**config.mk**
```make
export PLATFORM = sky130hd
export DESIGN_NAME = blue_blob_centroid
export DESIGN_NICKNAME = d
export VERILOG_FILES = /design/src/sv/bbc_pkg.sv /design/src/sv/bbc_div.sv /design/src/sv/blue_blob_centroid.sv
export SDC_FILE = /design/constraint.sdc
export NUM_CORES = 1
export LEC_CHECK = 0
export ABC_AREA = 1
export BUFFER_PORTS_ARGS = -buffer_cell sky130_fd_sc_hd__buf_2
export CORE_MARGIN = 5
export CORE_UTILIZATION = 30
export DETAILED_ROUTE_END_ITERATION = 8
export GPL_TIMING_DRIVEN = 0
export SLEW_MARGIN = 40
export SYNTH_ARGS = -nofsm -noshare
export SYNTH_HDL_FRONTEND = slang
export SYNTH_HIERARCHICAL = 1
export SYNTH_SLANG_ARGS = --single-unit
export TNS_END_PERCENT = 50
```
**constraint.sdc**
```tcl
create_clock -name clk -period 6.4 [get_ports clk]
set_clock_uncertainty 0.1 [all_clocks]
set_input_delay 0.64 -clock clk [delete_from_list [all_inputs] [get_ports clk]]
set_output_delay 0.64 -clock clk [all_outputs]
set_load 0.02 [all_outputs]
```
**src/sv/bbc_pkg.sv**
```systemverilog
// bbc_pkg: shared types and constants of the blue blob centroid block
// pixel and result payloads, sequencer states, divider status, register indexes
// no dependencies
package bbc_pkg;

  // configuration port
  localparam int CFG_W     = 11;
  localparam int CFG_IDX_W = 2;

  localparam logic [CFG_IDX_W-1:0] REG_FRAME_WIDTH  = 2'd0;
  localparam logic [CFG_IDX_W-1:0] REG_FRAME_HEIGHT = 2'd1;

  localparam logic [CFG_W-1:0] FRAME_WIDTH_RST  = 11'd320;
  localparam logic [CFG_W-1:0] FRAME_HEIGHT_RST = 11'd240;

  // parameter defaults
  localparam int MAX_WIDTH_DEF  = 1024;
  localparam int MAX_HEIGHT_DEF = 1024;
  localparam int FRAC_BITS_DEF  = 4;

  // frame size is divided by this to get the blob area threshold
  localparam int BLOB_DIV = 20;

  localparam int COLOR_W  = 8;
  localparam int CENTER_W = 14;
  localparam int COUNT_W  = 21;

  typedef struct packed {
    logic [COLOR_W-1:0] blue;
    logic [COLOR_W-1:0] green;
    logic [COLOR_W-1:0] red;
  } pixel_t;

  typedef struct packed {
    logic                found;
    logic [CENTER_W-1:0] x_center_q4;
    logic [CENTER_W-1:0] y_center_q4;
    logic [COUNT_W-1:0]  blue_count;
  } result_t;

  typedef enum logic [2:0] {
    ST_ACCUM,
    ST_DIV_W,
    ST_DIV_H,
    ST_MUL,
    ST_CMP,
    ST_DIV_X,
    ST_DIV_Y,
    ST_OUT
  } state_t;

  typedef struct packed {
    logic busy;
    logic done;
  } div_sts_t;

endpackage

```
**src/sv/bbc_div.sv**
```systemverilog
// bbc_div: restoring divider, one quotient bit per cycle
// depends on bbc_pkg (div_sts_t)
module bbc_div #(
  parameter int DVD_W = 35,
  parameter int DVS_W = 21
) (
  input  logic                 clk,
  input  logic                 rst_n,
  input  logic                 start,
  input  logic [DVD_W-1:0]     dividend,
  input  logic [DVS_W-1:0]     divisor,
  output logic [DVD_W-1:0]     quotient,
  output bbc_pkg::div_sts_t    sts
);

  localparam int CW = (DVD_W > 1) ? $clog2(DVD_W) : 1;

  logic [DVD_W-1:0] q_r, q_nxt;
  logic [DVS_W-1:0] rem_r, rem_nxt;
  logic [DVS_W-1:0] dvs_r, dvs_nxt;
  logic [CW-1:0]    cnt_r, cnt_nxt;
  logic             busy_r, busy_nxt;
  logic             done_r, done_nxt;

  logic [DVS_W:0]   rem_sh;
  logic             ge;

  // shift in the next dividend bit, trial subtract
  assign rem_sh = {rem_r, q_r[DVD_W-1]};
  assign ge     = rem_sh >= {1'b0, dvs_r};

  always_comb begin
    q_nxt    = q_r;
    rem_nxt  = rem_r;
    dvs_nxt  = dvs_r;
    cnt_nxt  = cnt_r;
    busy_nxt = busy_r;
    done_nxt = 1'b0;
    if (start) begin
      q_nxt    = dividend;
      rem_nxt  = '0;
      dvs_nxt  = divisor;
      cnt_nxt  = '0;
      busy_nxt = 1'b1;
    end else if (busy_r) begin
      rem_nxt = ge ? DVS_W'(rem_sh - {1'b0, dvs_r}) : rem_sh[DVS_W-1:0];
      q_nxt   = {q_r[DVD_W-2:0], ge};
      cnt_nxt = cnt_r + 1'b1;
      if (cnt_r == CW'(DVD_W - 1)) begin
        busy_nxt = 1'b0;
        done_nxt = 1'b1;
      end
    end
  end

  always_ff @(posedge clk) begin
    if (!rst_n) begin
      busy_r <= 1'b0;
      done_r <= 1'b0;
      cnt_r  <= '0;
    end else begin
      busy_r <= busy_nxt;
      done_r <= done_nxt;
      cnt_r  <= cnt_nxt;
    end
  end

  always_ff @(posedge clk) begin
    q_r   <= q_nxt;
    rem_r <= rem_nxt;
    dvs_r <= dvs_nxt;
  end

  assign quotient = q_r;
  assign sts.busy = busy_r;
  assign sts.done = done_r;

endmodule

```
**src/sv/blue_blob_centroid.sv**
```systemverilog
// blue_blob_centroid: centroid of the blue pixels of a raster frame, on bbc_pkg and bbc_div
// a pixel request is taken while accumulating; the last pixel of a frame starts the frame-end sequence
// and input stalls until its result is loaded: 4 threshold steps (w/20, h/20 by reciprocal,
// product, compare), two centroid divides on bbc_div (dividend width D = 35 at defaults), 1 load
// step; with no blob both divides are skipped, and the load waits while a waiting result is stalled
// synchronous active-low reset clears position, count and sums and sets the size to 320 x 240
module blue_blob_centroid #(
  parameter int MAX_WIDTH  = bbc_pkg::MAX_WIDTH_DEF,
  parameter int MAX_HEIGHT = bbc_pkg::MAX_HEIGHT_DEF,
  parameter int FRAC_BITS  = bbc_pkg::FRAC_BITS_DEF
) (
  input  logic                          clk,
  input  logic                          rst_n,
  // pixel requests
  input  logic                          in_valid,
  output logic                          in_stall,
  input  bbc_pkg::pixel_t               in_data,
  // frame results
  output logic                          out_valid,
  input  logic                          out_stall,
  output bbc_pkg::result_t              out_data,
  // configuration writes
  input  logic                          cfg_we,
  input  logic [bbc_pkg::CFG_IDX_W-1:0] cfg_index,
  input  logic [bbc_pkg::CFG_W-1:0]     cfg_wdata
);

  // position and accumulator widths
  localparam int COL_W  = $clog2(MAX_WIDTH);
  localparam int ROW_W  = $clog2(MAX_HEIGHT);
  localparam int CNT_W  = $clog2(MAX_WIDTH * MAX_HEIGHT + 1);
  localparam int SUMX_W = CNT_W + COL_W;
  localparam int SUMY_W = CNT_W + ROW_W;
  localparam int SUM_W  = (SUMX_W > SUMY_W) ? SUMX_W : SUMY_W;
  // shared divider: dividend carries the fraction bits, divisor is the hit count
  localparam int DVD_W  = SUM_W + FRAC_BITS;
  localparam int DVS_W  = CNT_W;
  // threshold factors (size / BLOB_DIV) and their product
  localparam int QWW    = (MAX_WIDTH / bbc_pkg::BLOB_DIV > 0) ?
                          $clog2(MAX_WIDTH / bbc_pkg::BLOB_DIV + 1) : 1;
  localparam int QWH    = (MAX_HEIGHT / bbc_pkg::BLOB_DIV > 0) ?
                          $clog2(MAX_HEIGHT / bbc_pkg::BLOB_DIV + 1) : 1;
  localparam int THR_W  = QWW + QWH;
  localparam int CMP_W  = (CNT_W > THR_W) ? CNT_W : THR_W;
  // size / BLOB_DIV as a multiply by a rounded-up reciprocal, exact for sizes below 16399
  localparam int DIM_W  = (COL_W > ROW_W) ? COL_W + 1 : ROW_W + 1;
  localparam int RCP_SH = 16;
  localparam int RCP    = (2 ** RCP_SH + bbc_pkg::BLOB_DIV - 1) / bbc_pkg::BLOB_DIV;
  localparam int RCP_W  = $clog2(RCP + 1);
  localparam int PROD_W = DIM_W + RCP_W;
  // size clamp compare widths
  localparam int XW     = (bbc_pkg::CFG_W > COL_W) ? bbc_pkg::CFG_W : COL_W;
  localparam int YW     = (bbc_pkg::CFG_W > ROW_W) ? bbc_pkg::CFG_W : ROW_W;
  localparam logic [XW:0] MAXW_X = (XW+1)'(MAX_WIDTH);
  localparam logic [YW:0] MAXH_X = (YW+1)'(MAX_HEIGHT);

  // configuration registers
  logic [bbc_pkg::CFG_W-1:0] cfg_w_r, cfg_w_nxt;
  logic [bbc_pkg::CFG_W-1:0] cfg_h_r, cfg_h_nxt;

  // control state
  bbc_pkg::state_t  state_r, state_nxt;
  logic [COL_W-1:0] col_r, col_nxt;
  logic [ROW_W-1:0] row_r, row_nxt;
  logic [CNT_W-1:0] hit_cnt_r, hit_cnt_nxt;
  logic [SUMX_W-1:0] sumx_r, sumx_nxt;
  logic [SUMY_W-1:0] sumy_r, sumy_nxt;
  logic             issued_r, issued_nxt;
  logic             out_valid_r, out_valid_nxt;

  // payload registers
  logic [QWW-1:0]      wq_r, wq_nxt;
  logic [QWH-1:0]      hq_r, hq_nxt;
  logic [THR_W-1:0]    thr_r, thr_nxt;
  logic                found_r, found_nxt;
  logic [bbc_pkg::CENTER_W-1:0] xc_r, xc_nxt;
  logic [bbc_pkg::CENTER_W-1:0] yc_r, yc_nxt;
  bbc_pkg::result_t    out_data_r, out_data_nxt;

  // effective frame size, zero taken as one and clamped to the maximum
  logic [XW:0]      w_cfg_x;
  logic [YW:0]      h_cfg_x;
  logic [COL_W-1:0] wm1;
  logic [ROW_W-1:0] hm1;
  logic [COL_W:0]   w_eff;
  logic [ROW_W:0]   h_eff;

  // reciprocal multiply for the threshold factors, shared by width and height
  logic [DIM_W-1:0]         rcp_in;
  logic [PROD_W-1:0]        rcp_prod;
  logic [PROD_W-RCP_SH-1:0] rcp_q;

  // pixel path
  logic in_acc;
  logic is_blue;
  logic line_end;
  logic frame_end;

  // shared divider
  logic              div_start;
  logic [DVD_W-1:0]  div_dvd;
  logic [DVS_W-1:0]  div_dvs;
  logic [DVD_W-1:0]  div_q;
  bbc_pkg::div_sts_t div_sts;

  assign w_cfg_x = (XW+1)'(cfg_w_r);
  assign h_cfg_x = (YW+1)'(cfg_h_r);
  assign wm1 = (cfg_w_r == '0) ? '0 :
               (w_cfg_x > MAXW_X) ? COL_W'(MAX_WIDTH - 1) : COL_W'(w_cfg_x - 1'b1);
  assign hm1 = (cfg_h_r == '0) ? '0 :
               (h_cfg_x > MAXH_X) ? ROW_W'(MAX_HEIGHT - 1) : ROW_W'(h_cfg_x - 1'b1);
  assign w_eff = {1'b0, wm1} + 1'b1;
  assign h_eff = {1'b0, hm1} + 1'b1;

  // width in the width step, height in the height step
  assign rcp_in   = (state_r == bbc_pkg::ST_DIV_H) ? DIM_W'(h_eff) : DIM_W'(w_eff);
  assign rcp_prod = PROD_W'(rcp_in) * PROD_W'(RCP);
  assign rcp_q    = rcp_prod[PROD_W-1:RCP_SH];

  // pixels are taken only while accumulating; never during reset
  assign in_stall = !rst_n || (state_r != bbc_pkg::ST_ACCUM);
  assign in_acc   = in_valid && !in_stall;

  // strictly bluer than both other channels
  assign is_blue   = (in_data.blue > in_data.green) && (in_data.blue > in_data.red);
  // a position already past a shrunken size ends the line or frame at once
  assign line_end  = col_r >= wm1;
  assign frame_end = line_end && (row_r >= hm1);

  // divider operands follow the sequencer state
  always_comb begin
    case (state_r)
      bbc_pkg::ST_DIV_X: begin
        div_dvd = DVD_W'(sumx_r) << FRAC_BITS;
        div_dvs = hit_cnt_r;
      end
      default: begin
        div_dvd = DVD_W'(sumy_r) << FRAC_BITS;
        div_dvs = hit_cnt_r;
      end
    endcase
  end

  bbc_div #(
    .DVD_W (DVD_W),
    .DVS_W (DVS_W)
  ) u_div (
    .clk      (clk),
    .rst_n    (rst_n),
    .start    (div_start),
    .dividend (div_dvd),
    .divisor  (div_dvs),
    .quotient (div_q),
    .sts      (div_sts)
  );

  // configuration decode; a new size takes effect at once
  always_comb begin
    cfg_w_nxt = cfg_w_r;
    cfg_h_nxt = cfg_h_r;
    if (cfg_we) begin
      unique case (cfg_index)
        bbc_pkg::REG_FRAME_WIDTH:  cfg_w_nxt = cfg_wdata;
        bbc_pkg::REG_FRAME_HEIGHT: cfg_h_nxt = cfg_wdata;
        default: ;
      endcase
    end
  end

  // sequencer: accumulate pixels, then at frame end threshold, centroid divides if a blob is found, and result load
  always_comb begin
    state_nxt     = state_r;
    col_nxt       = col_r;
    row_nxt       = row_r;
    hit_cnt_nxt   = hit_cnt_r;
    sumx_nxt      = sumx_r;
    sumy_nxt      = sumy_r;
    issued_nxt    = issued_r;
    wq_nxt        = wq_r;
    hq_nxt        = hq_r;
    thr_nxt       = thr_r;
    found_nxt     = found_r;
    xc_nxt        = xc_r;
    yc_nxt        = yc_r;
    out_data_nxt  = out_data_r;
    div_start     = 1'b0;
    // a waiting result leaves when the far side takes it
    out_valid_nxt = out_valid_r && out_stall;

    unique case (state_r)
      bbc_pkg::ST_ACCUM: begin
        if (in_acc) begin
          if (is_blue) begin
            hit_cnt_nxt = hit_cnt_r + 1'b1;
            sumx_nxt    = sumx_r + SUMX_W'(col_r);
            sumy_nxt    = sumy_r + SUMY_W'(row_r);
          end
          if (frame_end) begin
            col_nxt   = '0;
            row_nxt   = '0;
            state_nxt = bbc_pkg::ST_DIV_W;
          end else if (line_end) begin
            col_nxt = '0;
            row_nxt = row_r + 1'b1;
          end else begin
            col_nxt = col_r + 1'b1;
          end
        end
      end

      bbc_pkg::ST_DIV_W: begin
        // width / BLOB_DIV
        wq_nxt    = rcp_q[QWW-1:0];
        state_nxt = bbc_pkg::ST_DIV_H;
      end

      bbc_pkg::ST_DIV_H: begin
        // height / BLOB_DIV
        hq_nxt    = rcp_q[QWH-1:0];
        state_nxt = bbc_pkg::ST_MUL;
      end

      bbc_pkg::ST_MUL: begin
        // blob area threshold, registered before the compare
        thr_nxt   = THR_W'(wq_r) * THR_W'(hq_r);
        state_nxt = bbc_pkg::ST_CMP;
      end

      bbc_pkg::ST_CMP: begin
        found_nxt = CMP_W'(hit_cnt_r) > CMP_W'(thr_r);
        // no blob: skip both centroid divides
        state_nxt = (CMP_W'(hit_cnt_r) > CMP_W'(thr_r)) ? bbc_pkg::ST_DIV_X
                                                        : bbc_pkg::ST_OUT;
      end

      bbc_pkg::ST_DIV_X: begin
        if (!issued_r) begin
          div_start  = 1'b1;
          issued_nxt = 1'b1;
        end else if (div_sts.done) begin
          issued_nxt = 1'b0;
          xc_nxt     = div_q[bbc_pkg::CENTER_W-1:0];
          state_nxt  = bbc_pkg::ST_DIV_Y;
        end
      end

      bbc_pkg::ST_DIV_Y: begin
        if (!issued_r) begin
          div_start  = 1'b1;
          issued_nxt = 1'b1;
        end else if (div_sts.done) begin
          issued_nxt = 1'b0;
          yc_nxt     = div_q[bbc_pkg::CENTER_W-1:0];
          state_nxt  = bbc_pkg::ST_OUT;
        end
      end

      bbc_pkg::ST_OUT: begin
        // wait for the output register, then load the result and clear the frame accumulators
        if (!out_valid_r || !out_stall) begin
          out_data_nxt.found       = found_r;
          out_data_nxt.x_center_q4 = found_r ? xc_r : '0;
          out_data_nxt.y_center_q4 = found_r ? yc_r : '0;
          out_data_nxt.blue_count  = bbc_pkg::COUNT_W'(hit_cnt_r);
          out_valid_nxt            = 1'b1;
          hit_cnt_nxt              = '0;
          sumx_nxt                 = '0;
          sumy_nxt                 = '0;
          state_nxt                = bbc_pkg::ST_ACCUM;
        end
      end

      default: begin
        state_nxt = bbc_pkg::ST_ACCUM;
      end
    endcase
  end

  always_ff @(posedge clk) begin
    if (!rst_n) begin
      state_r     <= bbc_pkg::ST_ACCUM;
      cfg_w_r     <= bbc_pkg::FRAME_WIDTH_RST;
      cfg_h_r     <= bbc_pkg::FRAME_HEIGHT_RST;
      col_r       <= '0;
      row_r       <= '0;
      hit_cnt_r   <= '0;
      sumx_r      <= '0;
      sumy_r      <= '0;
      issued_r    <= 1'b0;
      out_valid_r <= 1'b0;
    end else begin
      state_r     <= state_nxt;
      cfg_w_r     <= cfg_w_nxt;
      cfg_h_r     <= cfg_h_nxt;
      col_r       <= col_nxt;
      row_r       <= row_nxt;
      hit_cnt_r   <= hit_cnt_nxt;
      sumx_r      <= sumx_nxt;
      sumy_r      <= sumy_nxt;
      issued_r    <= issued_nxt;
      out_valid_r <= out_valid_nxt;
    end
  end

  always_ff @(posedge clk) begin
    wq_r       <= wq_nxt;
    hq_r       <= hq_nxt;
    thr_r      <= thr_nxt;
    found_r    <= found_nxt;
    xc_r       <= xc_nxt;
    yc_r       <= yc_nxt;
    out_data_r <= out_data_nxt;
  end

  assign out_valid = out_valid_r;
  assign out_data  = out_data_r;

  // divider is only started when idle
  a_div_start_idle: assert property (@(posedge clk) disable iff (!rst_n)
    div_start |-> !div_sts.busy)
    else $error("divider started while busy");

  // divider completions belong to a divide step of the sequencer
  a_div_done_state: assert property (@(posedge clk) disable iff (!rst_n)
    div_sts.done |-> (state_r == bbc_pkg::ST_DIV_X || state_r == bbc_pkg::ST_DIV_Y))
    else $error("divider finished outside a divide step");

  // a new result only comes from the output step
  a_result_source: assert property (@(posedge clk) disable iff (!rst_n)
    $rose(out_valid_r) |-> $past(state_r == bbc_pkg::ST_OUT))
    else $error("result raised outside the output step");

  // no blob means zero centroid
  a_no_blob_zero: assert property (@(posedge clk) disable iff (!rst_n)
    (out_valid_r && !out_data_r.found) |->
      (out_data_r.x_center_q4 == '0 && out_data_r.y_center_q4 == '0))
    else $error("centroid reported without a blob");

endmodule
```
==> results.sh, run 1 <==
export IMPL_arrival_ns=6.38
export IMPL_grt_pass1_vias=18030
export IMPL_grt_pass1_wl_um=96160
export IMPL_route_met2_wl_um=28040
export IMPL_crit_required_ns=6.59
export IMPL_routabilityCongestion=0.9185
export IMPL_cts_tree="yes"
export IMPL_cpPeakStageDelay_ns=0.60
export IMPL_total_power_mw=8.127
export IMPL_top_layer="met5"
export IMPL_worst_slew_pin_slew_ns=0.8083
export IMPL_hpwl_um=47540
export IMPL_grt_overflow=0
export IMPL_stdcell_count=4080
export IMPL_syn_avg_cell_area_sq_um=7.538
export IMPL_clock_sinks=318
export IMPL_outcome="completed"
export IMPL_wl_met3_um=2595
export IMPL_ant_nets=0
export IMPL_ys_warn_count=6
export IMPL_critPathMaxFanout=15
export IMPL_finalCritPeriodShare_pct=96.64
export IMPL_via_per_inst=4.668
export IMPL_cpMaxStageDelayCell="fa_2"
export IMPL_drv_cap=0
export IMPL_area_growth_pct=15.82
export IMPL_final_util_pct=35.07
export IMPL_fmax_mhz=161.7
export IMPL_fin_nets=3360
export IMPL_internal_power_mw=4.963
export IMPL_seqPwrFrac_pct=28.1
export IMPL_vias=19050
export IMPL_drtIter0Drc=1155
export IMPL_ir_worst_vdd_mv=0.4820
export IMPL_synthCells=2931
export IMPL_met1_length_um=28010
export IMPL_pwr_share_clk_pct=26.6
export IMPL_start_util_pct=30.28
export IMPL_critPathCaptureType="register"
export IMPL_r2r_slack_ns=0.22
export IMPL_p_comb_share_pct=45.3
export IMPL_wl_per_cell_um=14.80
export IMPL_dr_pass1_iters=7
export IMPL_ios=94
export IMPL_dieHeight_um=281.4
export IMPL_drcViolationCount=0
export IMPL_setup_violations=0
export IMPL_syn_area_sq_mm=0.02209
export IMPL_clk_path_buf_depth=3
export IMPL_diodes=0
export IMPL_root_buffer="clkbuf_16"
export IMPL_leakage_nw=11.35
export IMPL_grt_usage_pct=14.88
export IMPL_numCtsBuffers=38
export IMPL_wirelength_um=60370
export IMPL_worstHoldPathType="input pin to register"
export IMPL_die_area_sq_mm=0.07917
export IMPL_portBuffers=93
export IMPL_fin_setup_tns_ns=0
export IMPL_std_cell_rows=99
export IMPL_maxSlewViolCount=0
export IMPL_core_sq_mm=0.07296
export IMPL_grt_max_degree=45
export IMPL_final_hold_viol_count=0
export IMPL_ctsHoldBuffers=0
export IMPL_switching_share_pct=38.93
export IMPL_path_clk_slew_ns=0.06
export IMPL_dp_cells=3990
export IMPL_die_w_um=281.4
export IMPL_crit_type="register to register"
export IMPL_final_layout_size_suffix_gt1_share_pct=11.60
export IMPL_finalCriticalPeriod_ns=6.185
export IMPL_fin_hold_ws_ns=0.2263
export IMPL_timing_slew_headroom_pct=46.11
export IMPL_cp_common_cell="nand2_1"
export IMPL_h_tree_depth=2
export IMPL_switchingPower_mw=3.164
export IMPL_insertion_delay_ns=0.57
export IMPL_start_kind="register"
export IMPL_antenna_found_initial=1
export IMPL_power_density_mw_per_mm2=317.6
==> cells in the final DEF (no fill, tap or decap), types with 28 or more instances in the layout <==
cell type  count
nor2_1       258
inv_1        430
clkbuf_1      44
nand2_2       30
xor2_1        58
buf_4         28
nand2_1      761
clkbuf_16     39
buf_2        103
nand3_1      155
edfxtp_1     159
a21oi_1      180
nor3_1        51
ha_1         172
fa_1          45
dfxtp_1      151
o21ai_0      107
nand4_1       42
==> power groups by stage <==
| stage | Clock, mW | Combinational (mW) | Sequential, mW |
|---|---|---|---|
| 6_report | 2.16 | 3.68 | 2.28 |
| 5_1_grt | 2.30 | 4.30 | 2.29 |
| 4_1_cts | 2.21 | 3.41 | 2.28 |
| 3_5_place_dp | 0 | 3.31 | 2.33 |
| 3_3_place_gp | 0 | 3.30 | 2.33 |
| 2_1_floorplan | 0 | 2.55 | 2.32 |
==> metrics by stage <==
stage | instance area (sq um) | setup WS (ns)
4_1_cts | 25220 | 0.004370
5_1_grt | 25590 | -0.03849
6_report | 25590 | 0.2153
2_1_floorplan | 22110 | 0.3203
3_3_place_gp | 23770 | -0.6437
3_5_place_dp | 23890 | -0.6799
==> per-layer routing <==
metal / GRT usage (%) / vias to the layer above
met3: 2.145 / 105
met1: 20.47 / 8744
li1: - / 9814
met5: 0 / -
met4: 4.373 / 2
met2: 24.48 / 382
==> worst paths after layout <==
path,endpoint,cells after the start,start
worst max-delay path,wq_r[5],27,state_r[1]
worst min-delay path,cfg_h_r[5],3,cfg_wdata[5]
worst max register to register,wq_r[5],27,state_r[1]
worst min register to register,u_div/rem_r[10],2,u_div/rem_r[10]
==> worst max-delay path, delay by kind of cell, from the launching register on <==
| family | cells | cell delay, ns |
|---|---|---|
| buffers and inverters | 6 | 0.56 |
| adders and majority gates | 7 | 2.90 |
| DFF | 1 | 0.38 |
| and+or+nand+nor | 13 | 1.73 |
| xor gates and xnor gates | 1 | 0.23 |
==> area by class of cell <==
cell class                      instances  area [sq um]
Buffer                                 73         415.4
Fill cell                            7692         47370
Sequential cell                       318          7970
Multi-Input combinational cell       2085         12330
Clock inverter                         22         197.7
Clock buffer                           48          1040
Tap cell                              959          1200
Inverter                              459          1735
Timing Repair Buffer                  116         705.7
==> flip-flops by register name, summed over array words and instances, names as in the netlist, 3 cells and up <==
name / count
wq_r: 6
xc_r: 14
hq_r: 6
thr_r: 12
state_r: 3
sumx_r: 31
u_div/quotient: 35
u_div/rem_r: 21
cfg_h_r: 11
col_r: 10
sumy_r: 31
cfg_w_r: 11
row_r: 10
out_data: 50
div_dvs: 21
u_div/cnt_r: 6
u_div/dvs_r: 21
yc_r: 14
==> repair_timing <==
action                                  in CTS  in global routing
resized for setup                           16                 64
setup buffers                                4                 15
pin swaps                                    6                 28
cloned                                       0                  1
endpoints found under the setup margin      12                 12
(Power assumes the default switching activity.)
==> inputs of run 2 (changes only) <==
Settings changed: SETUP_SLACK_MARGIN set to 0.4.
==> run 2 against run 1 <==
  * Sequential share of layout area shrank 0.57 points
  * Final area up 1.8%
  * Wire length grew 1.2%
  * Count of clock-buffer cells in the layout decreased by 1
  * Power grew 5.5%
  * Clock power increased by 5%
  * Largest power group unchanged
==> results.sh, run 2 (same netlist as run 1, synthesis figures left out) <==
export IMPL_outcome="completed"
export IMPL_h_tree_depth=2
export IMPL_start_kind="register"
export IMPL_r2r_slack_ns=0.41
export IMPL_switchingPower_mw=3.351
export IMPL_path_clk_slew_ns=0.06
export IMPL_cpPeakStageDelay_ns=0.57
export IMPL_mostFrequentLayoutCells="nand2_1, inv_1, nor2_1, a21oi_1, ha_1"
export IMPL_final_util_pct=35.71
export IMPL_critPathMaxFanout=5
export IMPL_pwr_share_clk_pct=26.3
export IMPL_die_w_um=281.4
export IMPL_cts_tree="yes"
export IMPL_via_per_inst=4.682
export IMPL_numCtsBuffers=38
export IMPL_final_hold_viol_count=0
export IMPL_crit_type="register to register"
export IMPL_worst_slew_pin_slew_ns=0.7908
export IMPL_r2r_end="hq_r[5]"
export IMPL_start_util_pct=30.28
export IMPL_timing_slew_headroom_pct=47.28
export IMPL_route_met2_wl_um=28660
export IMPL_crit_required_ns=6.62
export IMPL_nFillCells=7726
export IMPL_finalCritPeriodShare_pct=93.61
export IMPL_critPathCaptureType="register"
export IMPL_routabilityCongestion=0.9535
export IMPL_setup_violations=0
export IMPL_switching_share_pct=39.09
export IMPL_grt_overflow=0
export IMPL_arrival_ns=6.21
export IMPL_vias=19220
export IMPL_ant_nets=0
export IMPL_leakage_nw=11.54
export IMPL_fin_setup_tns_ns=0
export IMPL_p_comb_share_pct=47.0
export IMPL_fin_nets=3386
export IMPL_finalCriticalPeriod_ns=5.991
export IMPL_crit_end="hq_r[5]"
export IMPL_crit_family="adder cells"
export IMPL_met1_length_um=28060
export IMPL_wirelength_um=61090
export IMPL_maxSlewViolCount=0
export IMPL_cp_common_cell="nand2_4"
export IMPL_largest_reg_flops=50
export IMPL_wl_met3_um=3048
export IMPL_crit_start="cfg_h_r[1]"
export IMPL_area_growth_pct=17.91
export IMPL_worstHoldPathType="input pin to register"
export IMPL_wl_per_cell_um=14.88
export IMPL_critPathBufInv=5
export IMPL_cpMaxStageDelayCell="fa_1"
export IMPL_antenna_found_initial=1
export IMPL_grt_pass1_vias=18320
export IMPL_final_layout_size_suffix_gt1_share_pct=13.25
export IMPL_timing_rr_start="cfg_h_r[1]"
export IMPL_ir_worst_vdd_mv=0.4954
export IMPL_drtIter0Drc=1188
export IMPL_grt_pass1_wl_um=97190
export IMPL_portBuffers=93
export IMPL_worst_slack_ns=0.4088
export IMPL_dp_worst_setup_slack_ns=-0.4750
export IMPL_dr_pass1_iters=6
export IMPL_drv_cap=0
export IMPL_cp_depth=32
export IMPL_insertion_delay_ns=0.57
export IMPL_rsz0062_at_grt="yes"
export IMPL_ios=94
export IMPL_multi_input_area_sq_mm=0.01252
export IMPL_seq_area_sq_mm=0.007966
export IMPL_top_layer="met5"
export IMPL_dieHeight_um=281.4
export IMPL_clock_sinks=318
export IMPL_grt_max_degree=45
export IMPL_internal_power_mw=5.223
export IMPL_r2r_cells=32
export IMPL_drcViolationCount=0
export IMPL_fmax_mhz=166.9
export IMPL_root_buffer="clkbuf_16"
export IMPL_diodes=0
export IMPL_hpwl_um=47790
export IMPL_grt_usage_pct=15.07
export IMPL_final_common_cell="nand2_1"
export IMPL_std_cell_rows=99
export IMPL_clk_path_buf_depth=3
export IMPL_ctsHoldBuffers=0
export IMPL_die_area_sq_mm=0.07917
export IMPL_seqPwrFrac_pct=26.6
export IMPL_power_density_mw_per_mm2=329.1
export IMPL_core_sq_mm=0.07296
-- run 2: how the worst min path moves through the flow --
stage / startpoint / end / cells after the start
floorplan: div_dvs[12] / out_data[12] / 0
finish: cfg_wdata[4] / cfg_h_r[4] / 3
CTS: cfg_wdata[4] / cfg_h_r[4] / 3
detailed placement: u_div/rem_r[13] / u_div/rem_r[13] / 2
global placement: sumx_r[7] / sumx_r[7] / 2
global route: cfg_wdata[7] / cfg_h_r[7] / 3
-- run 2: layout make-up --
cell class | count | share of cell area [%]
Clock buffer | 47 | 3.938
Buffer | 73 | 1.643
Clock inverter | 23 | 0.9894
Timing Repair Buffer | 142 | 3.511
Inverter | 459 | 6.681
Multi-Input combinational cell | 2085 | 48.05
Tap cell | 959 | 4.606
Sequential cell | 318 | 30.58
-- run 2: per-stage QoR --
| stage | instances | total power [mW] | hold slack [ns] | instance area [sq um] |
|---|---|---|---|---|
| floorplan | 2934 | 4.878 | 0.3237 | 22140 |
| global placement | 3986 | 5.658 | 0.3555 | 23800 |
| detailed placement | 3990 | 5.699 | 0.3629 | 23940 |
| CTS | 4077 | 8.223 | 0.2065 | 25570 |
| global route | 4106 | 9.376 | 0.2310 | 26050 |
| finish | 4106 | 8.574 | 0.2327 | 26050 |
-- run 2: what timing repair did --
| item | 4_1_cts | 5_1_grt |
|---|---|---|
| endpoints found under the hold margin | 0 | 0 |
| gates cloned | 1 | 0 |
| pin swaps | 22 | 50 |
| resized for setup | 47 | 77 |
| setup endpoints to repair | 12 | 12 |
| buffers inserted | 16 | 29 |
-- run 2: tightest hold or removal path, stage by stage --
cell and delay (ns):
buf_2 0.10, nand2_1 0.05, o211ai_1 0.06
-- run 2: power groups by stage --
stage               Sequential (mW)  Clock (mW)  Combinational [mW]
finish                         2.29        2.26                4.03
global route                   2.29        2.40                4.69
floorplan                      2.32           0                2.56
global placement               2.33           0                3.33
detailed placement             2.33           0                3.37
CTS                            2.28        2.32                3.62
-- run 2: layer usage --
| layer | vias to the layer above | track usage [%] |
|---|---|---|
| met5 | - | 0 |
| met4 | 2 | 3.636 |
| met3 | 86 | 2.012 |
| met2 | 435 | 25.42 |
| met1 | 8830 | 20.66 |
| li1 | 9871 | - |
